$ cat src/sv/volume_ramp_gain_unit_macros.svh
// Assertion macros shared by the volume ramp gain unit.
`ifndef VOLUME_RAMP_GAIN_UNIT_MACROS_SVH
`define VOLUME_RAMP_GAIN_UNIT_MACROS_SVH

// same-cycle implication
`define VRG_ASSERT_SAME(label, clk, rst, ante, cons, msg) \
  label: assert property (@(posedge clk) disable iff (rst) (ante) |-> (cons)) \
    else $error(msg);

// next-cycle implication
`define VRG_ASSERT_NEXT(label, clk, rst, ante, cons, msg) \
  label: assert property (@(posedge clk) disable iff (rst) (ante) |=> (cons)) \
    else $error(msg);

`endif

$ cat src/sv/vrg_pkg.sv
// Types, constants and helper functions of the volume ramp gain unit.
package vrg_pkg;

  localparam int SAMPLE_W         = 16;
  localparam int VOL_W            = 15;
  localparam int LEN_W            = 13;
  localparam int POS_W            = 12;
  localparam int MAX_BLOCK_FRAMES = 4096;
  localparam int FPB_RESET        = 1024;
  localparam int FRAC_W           = 16;
  localparam int ACC_W            = 45;
  localparam int GAIN_W           = ACC_W - FRAC_W;
  localparam int PROD_W           = SAMPLE_W + GAIN_W;
  localparam int INC_W            = 32;
  localparam int QUO_W            = VOL_W + FRAC_W;
  localparam int DIV_STEPS        = QUO_W;
  localparam int DIV_CNT_W        = 5;
  localparam int GAIN_SHIFT       = 12;
  localparam int CFG_IDX_W        = 1;
  localparam int CFG_DATA_W       = 13;

  typedef enum logic [CFG_IDX_W-1:0] {
    REG_STEREO_MODE      = 1'b0,
    REG_FRAMES_PER_BLOCK = 1'b1
  } vrg_reg_t;

  typedef enum logic [2:0] {
    S_IDLE,
    S_DIV,
    S_DIV_END,
    S_MUL,
    S_OUT
  } vrg_state_t;

  typedef struct packed {
    logic load;
    logic div_step;
    logic div_end;
    logic mul;
    logic out;
  } vrg_cmd_t;

  typedef struct packed {
    logic block_start;
    logic div_last;
    logic out_free;
  } vrg_status_t;

  function automatic logic signed [SAMPLE_W-1:0] sat16(input logic signed [PROD_W-1:0] p);
    logic signed [PROD_W-1:0] s;
    logic signed [PROD_W-1:0] hi;
    logic signed [PROD_W-1:0] lo;
    s  = p >>> GAIN_SHIFT;
    hi = PROD_W'(32767);
    lo = PROD_W'(-32768);
    if (s > hi) begin
      return SAMPLE_W'(32767);
    end else if (s < lo) begin
      return SAMPLE_W'(-32768);
    end else begin
      return s[SAMPLE_W-1:0];
    end
  endfunction

endpackage

$ cat src/sv/vrg_intf.sv
// Channel interfaces: input frames, result words and register writes.
interface vrg_frame_if;
  import vrg_pkg::*;
  logic                       valid;
  logic                       ready;
  logic signed [SAMPLE_W-1:0] left_sample;
  logic signed [SAMPLE_W-1:0] right_sample;
  logic [VOL_W-1:0]           target_volume;
  modport source (output valid, output left_sample, output right_sample,
                  output target_volume, input ready);
  modport sink (input valid, input left_sample, input right_sample,
                input target_volume, output ready);
endinterface

interface vrg_result_if;
  import vrg_pkg::*;
  logic                       valid;
  logic                       ready;
  logic signed [SAMPLE_W-1:0] left_out;
  logic signed [SAMPLE_W-1:0] right_out;
  logic signed [SAMPLE_W-1:0] gain_applied;
  logic                       block_end;
  modport source (output valid, output left_out, output right_out,
                  output gain_applied, output block_end, input ready);
  modport sink (input valid, input left_out, input right_out,
                input gain_applied, input block_end, output ready);
endinterface

interface vrg_cfg_if;
  import vrg_pkg::*;
  logic                  valid;
  logic                  ready;
  logic [CFG_IDX_W-1:0]  index;
  logic [CFG_DATA_W-1:0] data;
  modport source (output valid, output index, output data, input ready);
  modport sink (input valid, input index, input data, output ready);
endinterface

$ cat src/sv/vrg_ctrl.sv
// Sequencing state machine of the volume ramp gain unit.
module vrg_ctrl (
  input  logic                clk,
  input  logic                rst,
  input  logic                in_valid,
  output logic                in_ready,
  input  vrg_pkg::vrg_status_t status,
  output vrg_pkg::vrg_cmd_t    cmd
);
  import vrg_pkg::*;

  vrg_state_t state;
  vrg_state_t state_next;

  always_ff @(posedge clk) begin
    if (rst) begin
      state <= S_IDLE;
    end else begin
      state <= state_next;
    end
  end

  always_comb begin
    state_next = state;
    case (state)
      S_IDLE: begin
        if (in_valid) begin
          state_next = status.block_start ? S_DIV : S_MUL;
        end
      end
      S_DIV: begin
        if (status.div_last) begin
          state_next = S_DIV_END;
        end
      end
      S_DIV_END: state_next = S_MUL;
      S_MUL:     state_next = S_OUT;
      S_OUT: begin
        if (status.out_free) begin
          state_next = S_IDLE;
        end
      end
      default:   state_next = S_IDLE;
    endcase
  end

  always_comb begin
    cmd      = '0;
    in_ready = 1'b0;
    case (state)
      S_IDLE: begin
        in_ready = 1'b1;
        cmd.load = in_valid;
      end
      S_DIV:     cmd.div_step = 1'b1;
      S_DIV_END: cmd.div_end  = 1'b1;
      S_MUL:     cmd.mul      = 1'b1;
      S_OUT:     cmd.out      = status.out_free;
      default: begin
        cmd      = '0;
        in_ready = 1'b0;
      end
    endcase
  end

endmodule

$ cat src/sv/vrg_dpath.sv
// Ramp state, increment divider, gain multipliers and output register.
module vrg_dpath (
  input  logic                                clk,
  input  logic                                rst,
  input  vrg_pkg::vrg_cmd_t                   cmd,
  output vrg_pkg::vrg_status_t                status,
  input  logic                                cfg_valid,
  input  logic [vrg_pkg::CFG_IDX_W-1:0]       cfg_index,
  input  logic [vrg_pkg::CFG_DATA_W-1:0]      cfg_data,
  input  logic signed [vrg_pkg::SAMPLE_W-1:0] left_sample,
  input  logic signed [vrg_pkg::SAMPLE_W-1:0] right_sample,
  input  logic [vrg_pkg::VOL_W-1:0]           target_volume,
  input  logic                                out_ready,
  output logic                                out_valid,
  output logic signed [vrg_pkg::SAMPLE_W-1:0] left_out,
  output logic signed [vrg_pkg::SAMPLE_W-1:0] right_out,
  output logic signed [vrg_pkg::SAMPLE_W-1:0] gain_applied,
  output logic                                block_end
);
  import vrg_pkg::*;

  logic                       stereo_mode;
  logic [LEN_W-1:0]           frames_per_block;
  logic [VOL_W-1:0]           prev_volume;
  logic signed [ACC_W-1:0]    acc;
  logic signed [INC_W-1:0]    inc;
  logic [POS_W-1:0]           pos;
  logic [LEN_W-1:0]           divisor;
  logic [LEN_W-1:0]           rem;
  logic [QUO_W-1:0]           quo;
  logic                       neg;
  logic [DIV_CNT_W-1:0]       div_cnt;
  logic signed [SAMPLE_W-1:0] left_q;
  logic signed [SAMPLE_W-1:0] right_q;
  logic signed [PROD_W-1:0]   prod_l;
  logic signed [PROD_W-1:0]   prod_r;

  logic [LEN_W-1:0]           len;
  logic signed [VOL_W:0]      diff;
  logic [VOL_W-1:0]           mag;
  logic [LEN_W:0]             rem_sh;
  logic [LEN_W:0]             rem_sub;
  logic                       rem_ge;
  logic signed [INC_W-1:0]    quo_ext;
  logic signed [GAIN_W-1:0]   gain;
  logic [LEN_W-1:0]           pos_inc;
  logic                       last;

  always_comb begin
    if (frames_per_block == '0) begin
      len = LEN_W'(1);
    end else if (frames_per_block > LEN_W'(MAX_BLOCK_FRAMES)) begin
      len = LEN_W'(MAX_BLOCK_FRAMES);
    end else begin
      len = frames_per_block;
    end
  end

  assign diff    = $signed({1'b0, target_volume}) - $signed({1'b0, prev_volume});
  assign mag     = diff[VOL_W] ? VOL_W'(-diff) : diff[VOL_W-1:0];
  assign rem_sh  = {rem, quo[QUO_W-1]};
  assign rem_sub = rem_sh - {1'b0, divisor};
  assign rem_ge  = rem_sh >= {1'b0, divisor};
  assign quo_ext = $signed({1'b0, quo});
  assign gain    = acc[ACC_W-1:FRAC_W];
  assign pos_inc = {1'b0, pos} + LEN_W'(1);
  assign last    = pos_inc >= len;

  assign status.block_start = pos == '0;
  assign status.div_last    = div_cnt == DIV_CNT_W'(DIV_STEPS - 1);
  assign status.out_free    = !out_valid || out_ready;

  always_ff @(posedge clk) begin
    if (rst) begin
      stereo_mode      <= 1'b1;
      frames_per_block <= LEN_W'(FPB_RESET);
    end else if (cfg_valid) begin
      case (vrg_reg_t'(cfg_index))
        REG_STEREO_MODE:      stereo_mode      <= cfg_data[0];
        REG_FRAMES_PER_BLOCK: frames_per_block <= cfg_data;
        default:              stereo_mode      <= stereo_mode;
      endcase
    end
  end

  always_ff @(posedge clk) begin
    if (rst) begin
      prev_volume <= '0;
      pos         <= '0;
      out_valid   <= 1'b0;
    end else begin
      if (cmd.load && status.block_start) begin
        prev_volume <= target_volume;
      end
      if (cmd.out) begin
        pos       <= last ? '0 : pos_inc[POS_W-1:0];
        out_valid <= 1'b1;
      end else if (out_ready) begin
        out_valid <= 1'b0;
      end
    end
  end

  always_ff @(posedge clk) begin
    if (cmd.load) begin
      left_q  <= left_sample;
      right_q <= right_sample;
      if (status.block_start) begin
        acc     <= $signed(ACC_W'({prev_volume, FRAC_W'(0)}));
        divisor <= len;
        rem     <= '0;
        quo     <= {mag, FRAC_W'(0)};
        neg     <= diff[VOL_W];
        div_cnt <= '0;
      end
    end
    if (cmd.div_step) begin
      rem     <= rem_ge ? rem_sub[LEN_W-1:0] : rem_sh[LEN_W-1:0];
      quo     <= {quo[QUO_W-2:0], rem_ge};
      div_cnt <= div_cnt + DIV_CNT_W'(1);
    end
    if (cmd.div_end) begin
      inc <= neg ? -quo_ext : quo_ext;
    end
    if (cmd.mul) begin
      prod_l <= left_q * gain;
      prod_r <= right_q * gain;
    end
    if (cmd.out) begin
      left_out     <= sat16(prod_l);
      right_out    <= stereo_mode ? sat16(prod_r) : '0;
      gain_applied <= gain[SAMPLE_W-1:0];
      block_end    <= last;
      acc          <= acc + ACC_W'(inc);
    end
  end

endmodule

$ cat src/sv/volume_ramp_gain_unit.sv
// Top level of the volume ramp gain unit.
// Each frame passes the multiply and output states; the output state waits until the
// result slot is free. A block's first frame before them runs the bit-serial increment
// divider (31 quotient bits, one per cycle, plus sign fix). Frames enter only in idle.
// Reset: state idle, previous volume 0, stereo mode on, block length 1024 frames.
module volume_ramp_gain_unit (
  input logic       clk,
  input logic       rst,
  vrg_frame_if.sink   frame,
  vrg_result_if.source result,
  vrg_cfg_if.sink     cfg
);
  import vrg_pkg::*;
  `include "volume_ramp_gain_unit_macros.svh"

  vrg_cmd_t    cmd;
  vrg_status_t status;

  assign cfg.ready = 1'b1;

  vrg_ctrl u_ctrl (
    .clk      (clk),
    .rst      (rst),
    .in_valid (frame.valid),
    .in_ready (frame.ready),
    .status   (status),
    .cmd      (cmd)
  );

  vrg_dpath u_dpath (
    .clk           (clk),
    .rst           (rst),
    .cmd           (cmd),
    .status        (status),
    .cfg_valid     (cfg.valid),
    .cfg_index     (cfg.index),
    .cfg_data      (cfg.data),
    .left_sample   (frame.left_sample),
    .right_sample  (frame.right_sample),
    .target_volume (frame.target_volume),
    .out_ready     (result.ready),
    .out_valid     (result.valid),
    .left_out      (result.left_out),
    .right_out     (result.right_out),
    .gain_applied  (result.gain_applied),
    .block_end     (result.block_end)
  );

  `VRG_ASSERT_SAME(a_out_slot_free, clk, rst, cmd.out, !result.valid || result.ready, "result word overwritten")
  `VRG_ASSERT_NEXT(a_one_frame, clk, rst, frame.valid && frame.ready, !frame.ready, "second frame accepted while busy")
  `VRG_ASSERT_SAME(a_cmd_single, clk, rst, 1'b1, $onehot0(cmd), "more than one datapath command")

endmodule

$ cat src/flat_wrapper.sv
// flat-port wrapper written by rule: the top's interface ports become plain ports
module volume_ramp_gain_unit_flat import vrg_pkg::*;
  (clk, rst, frame_valid, frame_left_sample, frame_right_sample, frame_target_volume, frame_ready, result_valid, result_left_out, result_right_out, result_gain_applied, result_block_end, result_ready, cfg_valid, cfg_index, cfg_data, cfg_ready);
  vrg_frame_if frame_i ();
  vrg_result_if result_i ();
  vrg_cfg_if cfg_i ();
  input logic clk;
  input logic rst;
  input wire logic [$bits(frame_i.valid)-1:0] frame_valid;
  input wire logic [$bits(frame_i.left_sample)-1:0] frame_left_sample;
  input wire logic [$bits(frame_i.right_sample)-1:0] frame_right_sample;
  input wire logic [$bits(frame_i.target_volume)-1:0] frame_target_volume;
  output wire logic [$bits(frame_i.ready)-1:0] frame_ready;
  output wire logic [$bits(result_i.valid)-1:0] result_valid;
  output wire logic [$bits(result_i.left_out)-1:0] result_left_out;
  output wire logic [$bits(result_i.right_out)-1:0] result_right_out;
  output wire logic [$bits(result_i.gain_applied)-1:0] result_gain_applied;
  output wire logic [$bits(result_i.block_end)-1:0] result_block_end;
  input wire logic [$bits(result_i.ready)-1:0] result_ready;
  input wire logic [$bits(cfg_i.valid)-1:0] cfg_valid;
  input wire logic [$bits(cfg_i.index)-1:0] cfg_index;
  input wire logic [$bits(cfg_i.data)-1:0] cfg_data;
  output wire logic [$bits(cfg_i.ready)-1:0] cfg_ready;
  assign frame_i.valid = frame_valid;
  assign frame_i.left_sample = frame_left_sample;
  assign frame_i.right_sample = frame_right_sample;
  assign frame_i.target_volume = frame_target_volume;
  assign frame_ready = frame_i.ready;
  assign result_valid = result_i.valid;
  assign result_left_out = result_i.left_out;
  assign result_right_out = result_i.right_out;
  assign result_gain_applied = result_i.gain_applied;
  assign result_block_end = result_i.block_end;
  assign result_i.ready = result_ready;
  assign cfg_i.valid = cfg_valid;
  assign cfg_i.index = cfg_index;
  assign cfg_i.data = cfg_data;
  assign cfg_ready = cfg_i.ready;
  volume_ramp_gain_unit u_core (.clk(clk), .rst(rst), .frame(frame_i), .result(result_i), .cfg(cfg_i));
endmodule
$ cat config.mk
export PLATFORM = sky130hd
export DESIGN_NAME = volume_ramp_gain_unit_flat
export DESIGN_NICKNAME = d
export VERILOG_FILES = /design/src/sv/vrg_pkg.sv /design/src/sv/vrg_intf.sv /design/src/sv/vrg_ctrl.sv /design/src/sv/vrg_dpath.sv /design/src/sv/volume_ramp_gain_unit.sv /design/src/flat_wrapper.sv
export VERILOG_INCLUDE_DIRS = /design/src /design/src/sv
export SDC_FILE = /design/constraint.sdc
export NUM_CORES = 2
export LEC_CHECK = 0
export ABC_AREA = 1
export BUFFER_PORTS_ARGS = -buffer_cell sky130_fd_sc_hd__buf_4
export CORE_ASPECT_RATIO = 0.7
export CORE_MARGIN = 8
export CORE_UTILIZATION = 45
export CTS_CLUSTER_SIZE = 25
export DETAILED_ROUTE_END_ITERATION = 8
export PLACE_DENSITY = 0.69
export SLEW_MARGIN = 10
export SYNTH_ARGS = -nofsm -noshare
export SYNTH_HDL_FRONTEND = slang
export SYNTH_SLANG_ARGS = --single-unit
$ cat constraint.sdc
create_clock -name clk -period 8.2 [get_ports clk]
set_input_delay 0 -clock clk [delete_from_list [all_inputs] [get_ports clk]]
set_output_delay 0 -clock clk [all_outputs]
set_load 0.005 [all_outputs]
==> flow_metrics.env <==
export IMPL_cts_root_buf="clkbuf_16"
export IMPL_hold_viol=0
export IMPL_post_cts_resized=0
export IMPL_track_usage_pct=23.31
export IMPL_cts_tree="built"
export IMPL_place_gp_congestion=0.9453
export IMPL_worstPathMaxFanout=23
export IMPL_drcViolationCount=0
export IMPL_end_kind="flop"
export IMPL_grtUsageMet2_pct=34.62
export IMPL_grt_pass1_wl_um=236200
export IMPL_nets=7684
export IMPL_die_h_um=299.5
export IMPL_synth_common_cells="1,770 x inv_1, 1,410 x nand2_1, 889 x fa_1"
export IMPL_met1_usage_pct=34.28
export IMPL_clkSinkCount=332
export IMPL_fin_skew_ns=0.07962
export IMPL_drt_iter0_markers=3993
export IMPL_nFillCells=10900
export IMPL_setup_tns_ns=0
export IMPL_overflow=0
export IMPL_pin_count=118
export IMPL_syn_avg_cell_area_um2=8.154
export IMPL_antenna_found_initial=1
export IMPL_core_um2=114400
export IMPL_regArea_um2=9519
export IMPL_async_flop_share_pct=0
export IMPL_arrival_ns=7.45
export IMPL_portBuffers=116
export IMPL_yosys_top_cells_area="fa_1 34%, edfxtp_1 17%, inv_1 13%"
export IMPL_start_kind="flop"
export IMPL_initial_core_util_pct=45.17
export IMPL_slew_viol_final=0
export IMPL_synth_cells=6337
export IMPL_post_cts_buffers=0
export IMPL_dpl_hpwl_um=119100
export IMPL_cp_required_ns=8.57
export IMPL_yosysUniqueCellTypes=60
export IMPL_final_min_clock_period_ns=7.077
export IMPL_synth_top_area_cell="fa_1"
export IMPL_dieArea_um2=126100
export IMPL_slowest_stage="edfxtp_1"
export IMPL_path_cells="buf_4 > nand2_1 > fa_1 > fa_1 > fa_1 > inv_1 > fa_1 > fa_1 > inv_1 > fa_1 > inv_1 > ha_1 > a21oi_1 > inv_1 > a31oi_1 > inv_1 > nor2_1 > o21ai_2 > nand2_1 > nand2_1 > nand3_1 > nand2_1 > xor2_1"
export IMPL_outcome="finished clean"
export IMPL_synth_edf_count=287
export IMPL_grt_pass1_vias=42910
export IMPL_synth_top_area_share_pct=34.44
export IMPL_multi_input_area_um2=34660
export IMPL_hp_class="in -> reg"
export IMPL_wl_per_cell_um=18.28
export IMPL_min_period_over_period_pct=86.30
export IMPL_fmax_mhz=141.3
export IMPL_drive_gt1_share_pct=5.016
export IMPL_area_delta_synth_final_pct=9.025
export IMPL_routed_wl_um=146200
export IMPL_crit_top_cell="fa_1"
export IMPL_viasPerCell=5.128
export IMPL_ys_seq_area_share_pct=18.42
export IMPL_use_met3_pct=6.337
export IMPL_rsz0062_at_grt="no"
export IMPL_relSlewSlack_pct=13.13
export IMPL_clkLatencyLatePin_ns=0.64
export IMPL_grt_max_degree=60
export IMPL_clkTransAtPathRegs_ns=0.07
export IMPL_yosys_register_bits=332
export IMPL_synth_most_common_cell="inv_1"
export IMPL_worstRegToRegCells=23
export IMPL_crit_path_max_incr_delay_ns=1.12
export IMPL_synth_flop_cell="edfxtp_1"
export IMPL_finalSetupViolCount=0
export IMPL_cap_violations=0
export IMPL_num_vias=41015
export IMPL_ant_nets=0
export IMPL_tightestPinTransition_ns=1.303
export IMPL_synth_nets=7593
export IMPL_ctsLongestPathBuffers=3
export IMPL_dr_pass1_iters=6
export IMPL_grt_busiest_layer="met2"
export IMPL_cts_max_level=2
export IMPL_path_class="reg -> reg"
export IMPL_numCtsBuffers=40
export IMPL_rows=104
export IMPL_fp_dieW_um=421.0
export IMPL_ys_warn_count=0
export IMPL_worst_hold_path_num_cells=4
export IMPL_syn_cell_area_um2=51670
==> per-layer routing <==
layer | vias up | routed length [um]
met5 | - | 0
met4 | 0 | 2977
met3 | 215 | 15580
met2 | 1880 | 60830
met1 | 19965 | 66820
li1 | 18955 | -
==> critical path, delay by kind of cell (launching register included) <==
| kind | cells | cell delay, ns |
|---|---|---|
| xor+xnor | 1 | 0.16 |
| buf+inv | 6 | 0.70 |
| simple gates | 6 | 0.61 |
| compound gates | 3 | 0.64 |
| fa+ha+maj | 7 | 3.58 |
| flops | 1 | 1.12 |
==> through the flow <==
stage	std cells	setup WS, ns	hold WS (ns)	utilization [%]	area [um^2]
3_3_place_gp	7855	1.174	0.1796	47.47	54300
5_1_grt	7997	0.7788	0.08641	49.25	56330
3_5_place_dp	7855	1.149	0.1802	47.47	54300
4_1_cts	7995	1.082	0.04388	49.22	56300
2_1_floorplan	6337	2.275	0.09887	-	51670
6_report	7998	1.123	0.07716	49.25	56330
==> worst paths after layout <==
| path | start | to | slack, ns |
|---|---|---|---|
| min reg2reg | u_core.u_dpath.quo[0]$_SDFFCE_PN0P_ | u_core.u_dpath.inc[0]$_DFFE_PN_ | 0.46 |
| max | u_core.u_dpath.acc[32]$_SDFFCE_PN0P_ | u_core.u_dpath.prod_r[30]$_DFFE_PP_ | 1.12 |
| min | cfg_valid | u_core.u_dpath.frames_per_block[10]$_SDFFE_PP1P_ | 0.08 |
| max reg2reg | u_core.u_dpath.acc[32]$_SDFFCE_PN0P_ | u_core.u_dpath.prod_r[30]$_DFFE_PP_ | 1.12 |
==> kinds of logic (layout without fill, tap and decap cells) <==
family                     count (synthesis)  count (layout)  synth area share [%]
DFF                                      332             332                 18.42
and+or+nand+nor                         2052            2052                 16.01
other                                      1               3              0.007257
buffers and inverters                   1991            2113                 14.54
xor gates and xnor gates                 156             156                 2.659
AOI/OAI and AO/OA                        615             615                 6.630
adders and majority gates               1190            1190                 41.73
==> repair_timing <==
item,in CTS,in global routing
setup endpoints to repair,0,0
hold buffers,67,0
hold endpoints to repair,92,0
==> layout make-up <==
type                    instances  share of cell area (%)
well taps                    1537                   3.414
clock inverters                25                  0.4797
inverters                    1771                   11.80
clock buffers                  48                   1.886
flip-flops and latches        332                   16.90
repair buffers                269                   3.985
multi-input cells            4014                   61.53
diodes                          2                0.008884
==> sequential cells by signal (all words and copies together), names as in the netlist, 5 cells and up <==
signal	cells
u_core.u_dpath.acc	45
u_core.u_dpath.div_cnt	5
u_core.u_dpath.divisor	13
u_core.u_dpath.frames_per_block	13
u_core.u_dpath.gain_applied	16
u_core.u_dpath.inc	32
u_core.u_dpath.left_out	16
u_core.u_dpath.left_q	16
u_core.u_dpath.pos	12
u_core.u_dpath.prev_volume	15
u_core.u_dpath.prod_l	33
u_core.u_dpath.prod_r	33
u_core.u_dpath.quo	31
u_core.u_dpath.rem	13
u_core.u_dpath.right_out	16
u_core.u_dpath.right_q	16
==> cell usage in the layout, fill, tap and decap left out, types with 11 or more instances in the layout <==
cell           count
inv_1           1769
nand2_1         1408
fa_1             889
nor2_1           355
ha_1             301
a21oi_1          288
edfxtp_1         287
buf_4            198
o21ai_0          182
nand3_1          113
xor2_1           100
dlygate4sd3_1     67
xnor2_1           55
nand4_1           51
dfxtp_1           45
clkbuf_16         41
a31oi_1           39
nor3_1            35
nor4_1            30
o21a_1            21
a21o_1            16
nand2_2           15
o21ai_1           12
o21bai_1          11
Power is left out: the tool's default activity adds up to more than one toggle a clock period on the data nets, which glitch-free logic cannot reach.
